`src/rtl/irpd_pkg.sv`:
```
// irpd_pkg: shared types and constants for the pulse-distance ir decoder
// no dependencies; imported by every module of the decoder
`default_nettype none

package irpd_pkg;

   // field widths
   localparam int unsigned CODE_W     = 32;
   localparam int unsigned TS_W       = 32;
   localparam int unsigned CFG_W      = 16;
   localparam int unsigned IDX_W      = $clog2(CODE_W);
   localparam int unsigned CSR_ADDR_W = 4;
   localparam int unsigned CSR_DATA_W = 32;

   // item opcodes
   localparam logic OP_EDGE  = 1'b0;
   localparam logic OP_FETCH = 1'b1;

   // register indexes (byte address bits [3:2])
   localparam logic [1:0] REG_START_MIN = 2'd0;
   localparam logic [1:0] REG_START_MAX = 2'd1;
   localparam logic [1:0] REG_GAP_MAX   = 2'd2;
   localparam logic [1:0] REG_ONE_THR   = 2'd3;

   // register reset values in microseconds
   localparam logic [CFG_W-1:0] START_MIN_RST = 16'd3000;
   localparam logic [CFG_W-1:0] START_MAX_RST = 16'd5000;
   localparam logic [CFG_W-1:0] GAP_MAX_RST   = 16'd5000;
   localparam logic [CFG_W-1:0] ONE_THR_RST   = 16'd1000;

   typedef struct packed {
      logic [CFG_W-1:0] start_min_us;
      logic [CFG_W-1:0] start_max_us;
      logic [CFG_W-1:0] gap_max_us;
      logic [CFG_W-1:0] one_threshold_us;
   } cfg_type;

   typedef struct packed {
      logic            op;
      logic            level;
      logic [TS_W-1:0] timestamp_us;
   } item_type;

   typedef struct packed {
      logic [CODE_W-1:0] code;
      logic              receiving;
   } result_type;

endpackage

`default_nettype wire

```
`src/rtl/irpd_csr.sv`:
```
// irpd_csr: apb-style register file holding the four timing thresholds
// depends on irpd_pkg
`default_nettype none

module irpd_csr (
   input  wire logic                              clock,
   input  wire logic                              reset,
   input  wire logic                              csr_psel,
   input  wire logic                              csr_penable,
   input  wire logic                              csr_pwrite,
   input  wire logic [irpd_pkg::CSR_ADDR_W-1:0]   csr_paddr,
   input  wire logic [irpd_pkg::CSR_DATA_W-1:0]   csr_pwdata,
   output      logic [irpd_pkg::CSR_DATA_W-1:0]   csr_prdata,
   output      logic                              csr_pready,
   output      irpd_pkg::cfg_type                 cfg
);
   import irpd_pkg::*;

   cfg_type          cfg_ff;
   logic             wr_en;
   logic [1:0]       reg_idx;
   logic [CFG_W-1:0] wdata;

   assign csr_pready = 1'b1;
   assign wr_en      = csr_psel && csr_penable && csr_pwrite && csr_pready;
   assign reg_idx    = csr_paddr[3:2];
   assign wdata      = csr_pwdata[CFG_W-1:0];

   always_ff @(posedge clock) begin
      if (reset) begin
         cfg_ff.start_min_us     <= START_MIN_RST;
         cfg_ff.start_max_us     <= START_MAX_RST;
         cfg_ff.gap_max_us       <= GAP_MAX_RST;
         cfg_ff.one_threshold_us <= ONE_THR_RST;
      end else if (wr_en) begin
         case (reg_idx)
            REG_START_MIN: cfg_ff.start_min_us     <= wdata;
            REG_START_MAX: cfg_ff.start_max_us     <= wdata;
            REG_GAP_MAX:   cfg_ff.gap_max_us       <= wdata;
            REG_ONE_THR:   cfg_ff.one_threshold_us <= wdata;
            default:       cfg_ff                  <= cfg_ff;
         endcase
      end
   end

   always_comb begin
      case (reg_idx)
         REG_START_MIN: csr_prdata = CSR_DATA_W'(cfg_ff.start_min_us);
         REG_START_MAX: csr_prdata = CSR_DATA_W'(cfg_ff.start_max_us);
         REG_GAP_MAX:   csr_prdata = CSR_DATA_W'(cfg_ff.gap_max_us);
         REG_ONE_THR:   csr_prdata = CSR_DATA_W'(cfg_ff.one_threshold_us);
         default:       csr_prdata = '0;
      endcase
   end

   assign cfg = cfg_ff;

endmodule

`default_nettype wire

```
`src/rtl/irpd_decode.sv`:
```
// irpd_decode: frame state registers and the per-item decode step
// depends on irpd_pkg
`default_nettype none

module irpd_decode #(
   parameter int unsigned FRAME_BITS = 32
) (
   input  wire logic                 clock,
   input  wire logic                 reset,
   input  wire logic                 step_en,
   input  wire irpd_pkg::item_type   item,
   input  wire irpd_pkg::cfg_type    cfg,
   output      irpd_pkg::result_type result
);
   import irpd_pkg::*;

   localparam int unsigned BL_W = $clog2(FRAME_BITS + 1);

   logic              started_ff,     started_in;
   logic [TS_W-1:0]   last_fall_ff,   last_fall_in;
   logic [TS_W-1:0]   last_rise_ff,   last_rise_in;
   logic [CODE_W-1:0] shift_ff,       shift_in;
   logic [BL_W-1:0]   bits_left_ff,   bits_left_in;
   logic [CODE_W-1:0] held_ff,        held_in;

   logic [TS_W-1:0]   dur_rise;
   logic [TS_W-1:0]   dur_fall;
   logic [BL_W-1:0]   bits_dec;
   logic [IDX_W-1:0]  bit_idx;

   assign dur_rise = item.timestamp_us - last_fall_ff;
   assign dur_fall = item.timestamp_us - last_rise_ff;
   assign bits_dec = bits_left_ff - BL_W'(1);
   assign bit_idx  = IDX_W'(bits_dec);

   always_comb begin
      logic [CODE_W-1:0] shift_next;
      logic [BL_W-1:0]   bits_next;

      started_in   = started_ff;
      last_fall_in = last_fall_ff;
      last_rise_in = last_rise_ff;
      shift_in     = shift_ff;
      bits_left_in = bits_left_ff;
      held_in      = held_ff;
      shift_next   = shift_ff;
      bits_next    = bits_left_ff;

      if (step_en) begin
         case (item.op)
            OP_FETCH: begin
               held_in = '0;
            end
            OP_EDGE: begin
               if (item.level) begin
                  // rising edge ends a low: maybe the start pulse
                  last_rise_in = item.timestamp_us;
                  if (!started_ff &&
                      dur_rise >= TS_W'(cfg.start_min_us) &&
                      dur_rise <= TS_W'(cfg.start_max_us)) begin
                     started_in   = 1'b1;
                     shift_in     = '0;
                     bits_left_in = BL_W'(FRAME_BITS);
                  end
               end else begin
                  // falling edge ends a high: a data bit or an abort
                  last_fall_in = item.timestamp_us;
                  if (dur_fall > TS_W'(cfg.gap_max_us)) begin
                     started_in = 1'b0;
                  end else if (started_ff) begin
                     if (bits_left_ff != '0) begin
                        if (dur_fall > TS_W'(cfg.one_threshold_us)) begin
                           shift_next[bit_idx] = 1'b1;
                        end
                        bits_next = bits_dec;
                     end
                     shift_in     = shift_next;
                     bits_left_in = bits_next;
                     // latch only into an empty holding register
                     if (bits_next == '0 && held_ff == '0) begin
                        held_in    = shift_next;
                        started_in = 1'b0;
                     end
                  end
               end
            end
            default: begin
               held_in = held_ff;
            end
         endcase
      end
   end

   always_ff @(posedge clock) begin
      if (reset) begin
         started_ff   <= 1'b0;
         last_fall_ff <= '0;
         last_rise_ff <= '0;
         shift_ff     <= '0;
         bits_left_ff <= '0;
         held_ff      <= '0;
      end else begin
         started_ff   <= started_in;
         last_fall_ff <= last_fall_in;
         last_rise_ff <= last_rise_in;
         shift_ff     <= shift_in;
         bits_left_ff <= bits_left_in;
         held_ff      <= held_in;
      end
   end

   assign result = {((step_en && item.op == OP_FETCH) ? held_ff : {CODE_W{1'b0}}),
                    started_in};

endmodule

`default_nettype wire

```
`src/rtl/ir_pulse_distance_decoder_core.sv`:
```
// ir_pulse_distance_decoder_core: top level of the pulse-distance ir decoder
// depends on irpd_pkg, irpd_csr and irpd_decode
`default_nettype none

// Decodes pulse-distance infrared frames from timestamped pin edges. Each
// req_ transfer is either an edge (op edge, new pin level, free-running
// microsecond timestamp) or a fetch (op fetch) that returns and clears the
// held code. Every item gives exactly one rsp_ transfer: code is the held
// code on a fetch (zero when empty) and zero on an edge; receiving is 1 while
// a frame is in progress after that item. Durations are timestamp differences
// modulo 2^32, so the timestamp counter may wrap freely. A low between
// start_min_us and start_max_us (inclusive) ending in a rising edge starts a
// frame; each following high decodes one bit, msb first (1 when longer than
// one_threshold_us); a high longer than gap_max_us aborts. After FRAME_BITS
// bits the word is latched only if the holding register is empty; a word of
// zero reads as empty. Rate: one item per clock cycle sustained while rsp_stall
// stays low. An accepted item is held in the input register, then the single
// decode step updates the frame state and loads the result register, and the
// result shows on rsp_ from that register. The input register keeps taking
// an item while a result waits under rsp_stall, and stalls only when both
// hold one. Thresholds are written through the csr_ port while the block is
// idle; the user is bound to this, as the block itself does not enforce it.

module ir_pulse_distance_decoder_core #(
   parameter int unsigned FRAME_BITS = 32
) (
   input  wire logic                              clock,
   input  wire logic                              reset,
   // input channel
   input  wire logic                              req_valid,
   output      logic                              req_stall,
   input  wire logic                              req_op,
   input  wire logic                              req_level,
   input  wire logic [irpd_pkg::TS_W-1:0]         req_timestamp_us,
   // result channel
   output      logic                              rsp_valid,
   input  wire logic                              rsp_stall,
   output      logic [irpd_pkg::CODE_W-1:0]       rsp_code,
   output      logic                              rsp_receiving,
   // register port
   input  wire logic                              csr_psel,
   input  wire logic                              csr_penable,
   input  wire logic                              csr_pwrite,
   input  wire logic [irpd_pkg::CSR_ADDR_W-1:0]   csr_paddr,
   input  wire logic [irpd_pkg::CSR_DATA_W-1:0]   csr_pwdata,
   output      logic [irpd_pkg::CSR_DATA_W-1:0]   csr_prdata,
   output      logic                              csr_pready
);
   import irpd_pkg::*;

   cfg_type    cfg;
   item_type   item_ff,  item_in;
   logic       in_vld_ff, in_vld_in;
   result_type res_ff;
   result_type step_res;
   logic       rsp_vld_ff, rsp_vld_in;
   logic       advance;
   logic       req_take;

   irpd_csr u_csr (
      .clock       (clock),
      .reset       (reset),
      .csr_psel    (csr_psel),
      .csr_penable (csr_penable),
      .csr_pwrite  (csr_pwrite),
      .csr_paddr   (csr_paddr),
      .csr_pwdata  (csr_pwdata),
      .csr_prdata  (csr_prdata),
      .csr_pready  (csr_pready),
      .cfg         (cfg)
   );

   // the step runs when an item is held and the result slot is free
   // or being emptied by this cycle's transfer
   assign advance   = in_vld_ff && (!rsp_vld_ff || !rsp_stall);
   assign req_stall = in_vld_ff && !advance;
   assign req_take  = req_valid && !req_stall;

   irpd_decode #(
      .FRAME_BITS (FRAME_BITS)
   ) u_decode (
      .clock   (clock),
      .reset   (reset),
      .step_en (advance),
      .item    (item_ff),
      .cfg     (cfg),
      .result  (step_res)
   );

   always_comb begin
      item_in.op           = req_op;
      item_in.level        = req_level;
      item_in.timestamp_us = req_timestamp_us;

      // input register: refilled on a transfer, emptied when stepped
      if (req_take) begin
         in_vld_in = 1'b1;
      end else if (advance) begin
         in_vld_in = 1'b0;
      end else begin
         in_vld_in = in_vld_ff;
      end

      // result register: loaded by the step, emptied by a transfer out
      if (advance) begin
         rsp_vld_in = 1'b1;
      end else if (rsp_vld_ff && !rsp_stall) begin
         rsp_vld_in = 1'b0;
      end else begin
         rsp_vld_in = rsp_vld_ff;
      end
   end

   // control state
   always_ff @(posedge clock) begin
      if (reset) begin
         in_vld_ff  <= 1'b0;
         rsp_vld_ff <= 1'b0;
      end else begin
         in_vld_ff  <= in_vld_in;
         rsp_vld_ff <= rsp_vld_in;
      end
   end

   // payload registers
   always_ff @(posedge clock) begin
      if (req_take) begin
         item_ff <= item_in;
      end
      if (advance) begin
         res_ff <= step_res;
      end
   end

   assign rsp_valid     = rsp_vld_ff;
   assign rsp_code      = res_ff.code;
   assign rsp_receiving = res_ff.receiving;

endmodule

`default_nettype wire

```
`config.mk`:
```
export PLATFORM = sky130hd
export DESIGN_NAME = ir_pulse_distance_decoder_core
export DESIGN_NICKNAME = d
export VERILOG_FILES = /design/src/rtl/irpd_pkg.sv /design/src/rtl/irpd_csr.sv /design/src/rtl/irpd_decode.sv /design/src/rtl/ir_pulse_distance_decoder_core.sv
export SDC_FILE = /design/constraint.sdc
export NUM_CORES = 1
export LEC_CHECK = 0
export BUFFER_PORTS_ARGS = -buffer_cell sky130_fd_sc_hd__clkbuf_2
export CAP_MARGIN = 20
export CELL_PAD_IN_SITES_DETAIL_PLACEMENT = 2
export CELL_PAD_IN_SITES_GLOBAL_PLACEMENT = 2
export CORE_MARGIN = 5
export CORE_UTILIZATION = 37
export CTS_BUF_LIST = sky130_fd_sc_hd__clkbuf_8 sky130_fd_sc_hd__clkbuf_16
export CTS_CLUSTER_SIZE = 16
export DETAILED_ROUTE_END_ITERATION = 7
export PLACE_DENSITY_LB_ADDON = 0.08
export REMOVE_ABC_BUFFERS = 1
export SYNTH_ARGS = -nofsm -noshare
export SYNTH_HDL_FRONTEND = slang
export SYNTH_SLANG_ARGS = --single-unit
export TNS_END_PERCENT = 100
```
`constraint.sdc`:
```
create_clock -name clock -period 5.4 [get_ports clock]
set_input_delay 0 -clock clock [delete_from_list [all_inputs] [get_ports clock]]
set_output_delay 0 -clock clock [all_outputs]
set_load 0.005 [all_outputs]
```
==> flow_summary.rst, run 1 <==
.. list-table::
   :header-rows: 1

   * - Metric
     - Value
   * - Cell Rows
     - 77
   * - Relative slew slack
     - 25.2%
   * - Average vias per placed instance
     - roughly 5.7
   * - Avg Inst Size Synth
     - between 8 and 9 µm²
   * - Number of violations of the max-capacitance limit
     - 0
   * - Horizontal die dimension
     - around 220 µm
   * - End of the critical path
     - u_decode.shift_ff[22]
   * - Result of the run
     - finished, final reports clean
   * - Ys Warns
     - 0
   * - Max Clk Rate
     - between 150 and 200 MHz
   * - Clk sinks
     - 268
   * - Initial standard-cell utilization of the core
     - 37.3%
   * - Buffer type at the clock tree root
     - clkbuf_16
   * - Die outline area
     - roughly 0.05 mm²
   * - Worst min-delay path category
     - in2reg
   * - Area share of xor/xnor cells in the synthesized design
     - under 10%
   * - Setup Slack @ Placement
     - roughly 0.12 ns
   * - Commonest cells after routing, fill and taps aside
     - nand2_1, a21oi_1, dfxtp_1
   * - Delay of the slowest cell on the worst path
     - approximately 0.57 ns
   * - Layout Area Growth over Synthesis
     - 19.3%
   * - Number of placed I/O pins
     - between 100 and 150
   * - TritonCTS clock tree
     - done
   * - Post-synthesis compound-gate area fraction
     - between 20% and 30%
   * - Post-layout worst setup margin
     - between 0.07 and 0.08 ns
   * - Post-synthesis simple-gate area fraction
     - 20.4%
   * - Proportion of synthesized chip area in sequential cells
     - between 30% and 40%
   * - Maximum number of pins on one net before global-route repair
     - approximately 70
   * - Endpoint kind of the worst setup timing path
     - flop
   * - Startpoint of the most critical register-to-register path
     - item_ff[0]
   * - Tot GR Track Use
     - 26.6%
   * - Crit-path slowest cell
     - or4_1
   * - Number of different library cells in the post-synthesis netlist
     - 87
   * - Setup TNS
     - 0 ns
   * - Worst Max-Slew Pin Slew
     - about 1.1 ns
   * - Critical path cell sequence
     - inv_1 > ha_1 > fa_1 > nand2b_1 > a21o_1 > a32o_2 > xnor2_1 > ha_1 > nand4_1 > or4_1 > o211ai_1 > o221ai_1 > nor4_1 > nand4_1 > nor4_4 > buf_4 > nor2_4 > buf_12 > nor4_1 > o21a_1
   * - Worst R2R End
     - u_decode.shift_ff[22]
   * - Final worst path period need
     - approximately 5.3 ns
   * - Leakage
     - approximately 0.0078 µW
   * - Worst Path Max Fanout
     - 16
   * - Number of cells traversed by the worst register-to-register path
     - 20
   * - Estimated wirelength of the detail-placed design
     - between 40000 and 50000 µm
   * - Global-route wire length before repair
     - 101000 µm
   * - Ratio of total power to cell area
     - between 200 and 300 mW/mm²
   * - Final setup fails
     - 0
   * - Worst EP required
     - 5.89 ns
   * - Drt total wl
     - between 60000 and 70000 µm
   * - Global-route congestion overflow total
     - 0
   * - Multiplexer share of the synthesized area
     - between 2 and 3%
   * - Clk_lat worst skew
     - 0.56 ns
   * - Main combinational cell family by area after synthesis
     - compound AO/OA/AOI/OAI gates
   * - Cells after Synth
     - between 1500 and 2000
   * - Number of global-route vias before repair
     - ~17000
   * - Core Region
     - between 0.04 and 0.05 mm²
   * - Final hold viol count
     - 0
   * - Arrival time at the worst endpoint
     - just under 6 ns
   * - Worst-path clk slew
     - 0.06 ns
   * - Count of unresolved DRC violations after routing
     - 0
   * - Vertical extent of the die
     - ~220 µm
   * - Final period util
     - 98.6%
   * - Worst setup path category
     - reg2reg
   * - Average wire per standard cell
     - around 25 µm
   * - FFs w/ async S/R, synth
     - 0%
   * - Post-synthesis share of cell area spent on full adders, half adders and majority gates
     - 10.2%
   * - Commonest non-fill, non-tap cell in the layout
     - nand2_1
   * - Peak supply drop
     - between 0.2 and 0.3 mV
   * - Startpoint class of the critical path
     - flop
   * - Count of antenna diodes in the layout
     - 0
   * - DP Area
     - 0.0177 mm²
   * - Number of synthesized flops with an enable pin
     - between 60 and 70
   * - Routability cong.
     - between 0.9 and 1
   * - Critical Path Source
     - item_ff[0]
   * - Slack of the worst reg-to-reg path
     - 0.07 ns
   * - Post-route clock skew
     - approximately 0.029 ns
   * - Most instantiated flip-flop cell in the synthesis netlist
     - dfxtp_1
   * - Proportion of layout cells with a drive suffix above 1
     - 14.1%
   * - FF+latch count, synth
     - around 270
   * - Netlist area before placement
     - 0.0164 mm²
   * - Antenna violations before repair
     - 1
   * - TritonRoute pass-1 iters
     - 6
   * - Nets@finish
     - roughly 2300
   * - H-tree Lvls
     - 2
   * - DRC violation total after the first TritonRoute iteration
     - about 820
   * - Total non-filler cell area in the finished layout
     - between 0.015 and 0.02 mm²
   * - Port buffer count
     - about 110
   * - Vias post-DR
     - approximately 16000
   * - Slew Limit Fails
     - 0
   * - Maximum clock path buffer count
     - 3
   * - Count of nets left with antenna violations after detail routing
     - 0
   * - Clock buffers created by TritonCTS
     - 34
power by group:
part           leakage [µW]  switching [µW]  internal, µW
sequential          0.00225            41.7          2100
combinational       0.00499             619           363
clock              0.000541             968          1260
total               0.00778            1630          3720
worst min-delay path by stage:
stage / cells after the start / start / endpoint
final: 6 / csr_penable / u_csr.cfg[18]
after global routing: 2 / req_op / item_ff[33]
after CTS: 6 / csr_penable / u_csr.cfg[18]
after detailed placement: 1 / req_timestamp_us[18] / item_ff[18]
after global placement: 1 / req_op / item_ff[33]
after floorplan: 1 / reset / u_csr.cfg[0]
flip-flops by register name, indices dropped and copies added, names as in the netlist, 6 cells and up:
register,flops
u_decode.shift_ff,32
u_decode.bits_left_ff,6
rsp_code,32
u_decode.last_fall_ff,32
u_csr.cfg,64
u_decode.last_rise_ff,32
item_ff,34
u_decode.held_ff,32
Yosys cell counts (all sizes together) (17+ instances only):
master / instances / share of area [%]
nor4: 50 / 2.1
o211ai: 50 / 2.4
nor2: 81 / 1.9
xnor2: 23 / 1.2
o21ai: 53 / 1.6
nand3: 25 / 0.76
inv: 151 / 3.5
nand4: 29 / 1.1
and3: 49 / 1.9
buf: 44 / 1.6
ha: 131 / 10
a21oi: 207 / 6.4
a21o: 58 / 2.7
clkbuf: 76 / 1.8
dfxtp: 201 / 24
nor3: 20 / 0.61
nor3b: 34 / 1.6
edfxtp: 67 / 12
o21a: 47 / 2.1
nand2: 321 / 7.4
a211oi: 17 / 0.91
per-layer routing:
| layer | routed length (µm) | GRT usage (%) | vias up |
|---|---|---|---|
| met3 | 2320 | 3.20 | 71 |
| met2 | 32800 | 46.1 | 263 |
| met1 | 30300 | 35.9 | 7976 |
| met4 | 1190 | 5.48 | 0 |
| met5 | 0 | 0 | - |
| li1 | - | - | 7261 |
worst max-delay path, delay by kind of cell, from the launching register on:
| family | cells | cell delay, ns |
|---|---|---|
| flip-flops | 1 | 0.39 |
| XOR/XNOR | 1 | 0.16 |
| AND/OR/NAND/NOR | 8 | 1.97 |
| adder cells (fa/ha/maj) | 3 | 0.95 |
| buffers and inverters | 3 | 0.48 |
| AO/OA/AOI/OAI | 5 | 1.32 |
logic make-up after synthesis:
| logic type | after synthesis |
|---|---|
| mux | 23 |
| simple gates | 683 |
| xor+xnor | 37 |
| fa+ha+maj | 133 |
| compound gates | 530 |
| other cells | 2 |
| flops | 268 |
| buf+inv | 271 |
area by class of cell:
class                   instances  area, µm²
multi-input cells            1423       9530
clock buffers                  38        906
repair buffers                227       1660
well taps                     592        741
inverters                     151        567
flip-flops and latches        268       6040
clock inverters                21        146
fillers                      4865      24400
per-stage QoR:
| step | power (µW) | util [%] | std cells | hold slack (ns) |
|---|---|---|---|---|
| 2_1_floorplan | 2710 | - | 1842 | 0.0691 |
| 3_3_place_gp | 3060 | 40.2 | 2600 | 0.178 |
| 3_5_place_dp | 3100 | 40.2 | 2600 | 0.179 |
| 4_1_cts | 5350 | 43.9 | 2713 | 0.0646 |
| 5_1_grt | 5570 | 44.5 | 2720 | 0.153 |
| 6_report | 5350 | 44.5 | 2720 | 0.149 |
repair_timing:
action / 4_1_cts / 5_1_grt
buffers inserted: 0 / 5
endpoints found under the hold margin: 116 / 0
endpoints found under the setup margin: 0 / 60
gates resized for setup: 0 / 34
hold buffers: 54 / 0
Note: power is estimated with default switching activity, not from simulation.
==> run 2: changes to the inputs <==
--- a/config.mk
+++ b/config.mk
@@ -7,11 +7,12 @@
 export LEC_CHECK = 0
 export BUFFER_PORTS_ARGS = -buffer_cell sky130_fd_sc_hd__clkbuf_2
 export CAP_MARGIN = 20
-export CELL_PAD_IN_SITES_DETAIL_PLACEMENT = 2
-export CELL_PAD_IN_SITES_GLOBAL_PLACEMENT = 2
+export CELL_PAD_IN_SITES_DETAIL_PLACEMENT = 0
+export CELL_PAD_IN_SITES_GLOBAL_PLACEMENT = 1
 export CORE_MARGIN = 5
-export CORE_UTILIZATION = 37
+export CORE_UTILIZATION = 45
 export CTS_BUF_LIST = sky130_fd_sc_hd__clkbuf_8 sky130_fd_sc_hd__clkbuf_16
+export CTS_CLUSTER_DIAMETER = 200
 export CTS_CLUSTER_SIZE = 16
 export DETAILED_ROUTE_END_ITERATION = 7
 export PLACE_DENSITY_LB_ADDON = 0.08
==> run 2 against run 1 <==
Compared with the run above: die area fell by 17%; sequential share of layout area up 1.6 points; clock power decreased by 34%; register-to-register slack improved by 0.18 ns; critical path type unchanged; critical endpoint is now u_decode.shift_ff[28]; largest power group is now registers.
==> flow_summary.rst, run 2 (synthesis gave the netlist of run 1 again) <==
.. list-table::
   :header-rows: 1

   * - Metric
     - Value
   * - Result of the run
     - finished, final reports clean
   * - Endpoint kind of the worst setup timing path
     - flop
   * - Average wire per standard cell
     - 19.1 µm
   * - Worst-path clk slew
     - 0.08 ns
   * - Flip-flop count of the largest register after layout
     - 64
   * - Vias post-DR
     - about 15000
   * - Buffer type at the clock tree root
     - clkbuf_16
   * - Drt total wl
     - 48600 µm
   * - Final core utilization
     - approximately half
   * - Maximum number of pins on one net before global-route repair
     - 90
   * - Number of violations of the max-capacitance limit
     - 0
   * - Clk_lat worst skew
     - between 0.5 and 0.6 ns
   * - Startpoint of the most critical register-to-register path
     - item_ff[3]
   * - Max Clk Rate
     - roughly 200 MHz
   * - Count of nets left with antenna violations after detail routing
     - 0
   * - Total non-filler cell area in the finished layout
     - around 0.019 mm²
   * - Routability cong.
     - roughly 0.9
   * - Slew Limit Fails
     - 0
   * - Vertical extent of the die
     - 201 µm
   * - Port buffer count
     - ~110
   * - Estimated wirelength of the detail-placed design
     - between 30000 and 40000 µm
   * - Average vias per placed instance
     - ~5.7
   * - Worst min-delay path category
     - in2reg
   * - Buf+Inv Stages, Crit Path
     - 2
   * - TritonCTS clock tree
     - done
   * - Initial standard-cell utilization of the core
     - 45.2%
   * - Setup Slack @ Placement
     - between 0.002 and 0.0025 ns
   * - Global-route congestion overflow total
     - 0
   * - Cell count after placement
     - between 2000 and 2500
   * - Peak supply drop
     - approximately 0.26 mV
   * - Area used by multi-input combinational logic
     - between 0.009 and 0.01 mm²
   * - Horizontal die dimension
     - around 200 µm
   * - Final hold viol count
     - 0
   * - Count of antenna diodes in the layout
     - 0
   * - Worst Max-Slew Pin Slew
     - 1.09 ns
   * - Cell family with the largest share of critical-path delay
     - compound AO/OA/AOI/OAI gates
   * - Cell repeated most along the worst path
     - a21oi_1
   * - Arrival time at the worst endpoint
     - between 5 and 6 ns
   * - Delay of the slowest cell on the worst path
     - roughly 0.47 ns
   * - Final worst path period need
     - 5.14 ns
   * - Antenna violations before repair
     - 0
   * - Leakage
     - approximately 0.0074 µW
   * - Tot GR Track Use
     - about 23%
   * - Die outline area
     - between 0.04 and 0.05 mm²
   * - Ratio of total power to cell area
     - approximately 240 mW/mm²
   * - Cell Rows
     - 70
   * - H-tree Lvls
     - 1
   * - Hold Crit Start
     - reset
   * - Crit-path slowest cell
     - edfxtp_1
   * - Relative slew slack
     - 27.6%
   * - DRC violation total after the first TritonRoute iteration
     - 826
   * - Post-layout worst setup margin
     - between 0.2 and 0.3 ns
   * - Nets@finish
     - roughly 2300
   * - Number of placed I/O pins
     - around 150
   * - Sequential cell area in the final layout
     - roughly 0.006 mm²
   * - Global-route wire length before repair
     - a little under 80000 µm
   * - Commonest cells after routing, fill and taps aside
     - nand2_1, a21oi_1, dfxtp_1
   * - Final setup fails
     - 0
   * - Worst setup path category
     - reg2reg
   * - Non-filler instance count after layout
     - 2537
   * - Clock buffers created by TritonCTS
     - 20
   * - Proportion of layout cells with a drive suffix above 1
     - 11.7%
   * - Core Region
     - between 0.03 and 0.04 mm²
   * - Clk sinks
     - 268
   * - Number of global-route vias before repair
     - roughly 14000
   * - Commonest non-fill, non-tap cell in the layout
     - nand2_1
   * - Post-route clock skew
     - 0.0168 ns
   * - Final period util
     - 95.2%
   * - Critical path cell sequence
     - ha_1 > a21o_1 > a21oi_1 > nand2_1 > a21o_1 > a21oi_1 > o21bai_1 > a21oi_1 > xnor2_2 > ha_1 > a21o_1 > a21oi_1 > nor2b_1 > o21ai_0 > a21oi_1 > o21ai_0 > nand4_1 > nand2_1 > buf_4 > a21oi_4 > buf_4 > nor4_1 > o21a_1
   * - DP Area
     - ~0.017 mm²
   * - Total of fill cells in the finished design
     - ~3500
   * - Maximum clock path buffer count
     - 3
   * - Worst Path Max Fanout
     - 16
   * - Worst EP required
     - roughly 5.9 ns
   * - Count of unresolved DRC violations after routing
     - 0
   * - Startpoint class of the critical path
     - flop
   * - TritonRoute pass-1 iters
     - 6
   * - Layout Area Growth over Synthesis
     - 13.5%
   * - Power after layout
     - between 4000 and 5000 µW
   * - Critical Path Source
     - item_ff[3]
## run 2: cell count changes in the layout (fill, tap and decap cells not counted), sizes merged
cell         delta
buf            -31
nor2            +1
clkinv         -10
clkbuf         -19
inv             +2
dlygate4sd3     -1
clkinvlp        -1
## run 2: final cells by class
cell class | instances | area share (%)
multi-input combinational | 1424 | 50.9
sequential | 268 | 32.4
timing repair buffer | 194 | 7.38
tap | 468 | 3.14
inverter | 151 | 3.04
clock buffer | 20 | 2.68
clock inverter | 12 | 0.450
## run 2: final timing paths
kind	slack (ns)	cells past startpoint	endpoint
max	0.26	23	u_decode.shift_ff[28]
min	0.009	2	u_csr.cfg[60]
max reg2reg	0.26	23	u_decode.shift_ff[28]
min reg2reg	0.45	2	u_decode.last_rise_ff[20]
## run 2: power by group
part	switching, µW	leakage [µW]	total (µW)	internal, µW
registers	41.3	0.00225	2140	2100
clock network	740	0.000321	1460	720
logic	537	0.00483	875	337
total	1320	0.00739	4480	3160
## run 2: metal layers
metal	wire length, µm	share of wire [%]	GRT usage [%]
met1	22700	47	32.6
met2	22800	47	38.9
met3	2140	4.4	2.54
met4	956	2.0	4.42
met5	0	0	0
## run 2: repair_timing
item | in CTS | in global routing
resized for setup | 1 | 24
setup buffers | 0 | 4
endpoints found under the setup margin | 1 | 67
pin swaps | 0 | 5
hold buffers | 53 | 0
endpoints found under the hold margin | 100 | 0
gates cloned | 0 | 1
## run 2: per-stage QoR
stage	hold WS, ns	setup TNS (ns)
floorplan	0.0691	-12.02
global placement	0.177	0
detailed placement	0.179	0
CTS	0.00238	0
global route	0.0354	-0.475
finish	0.00851	0
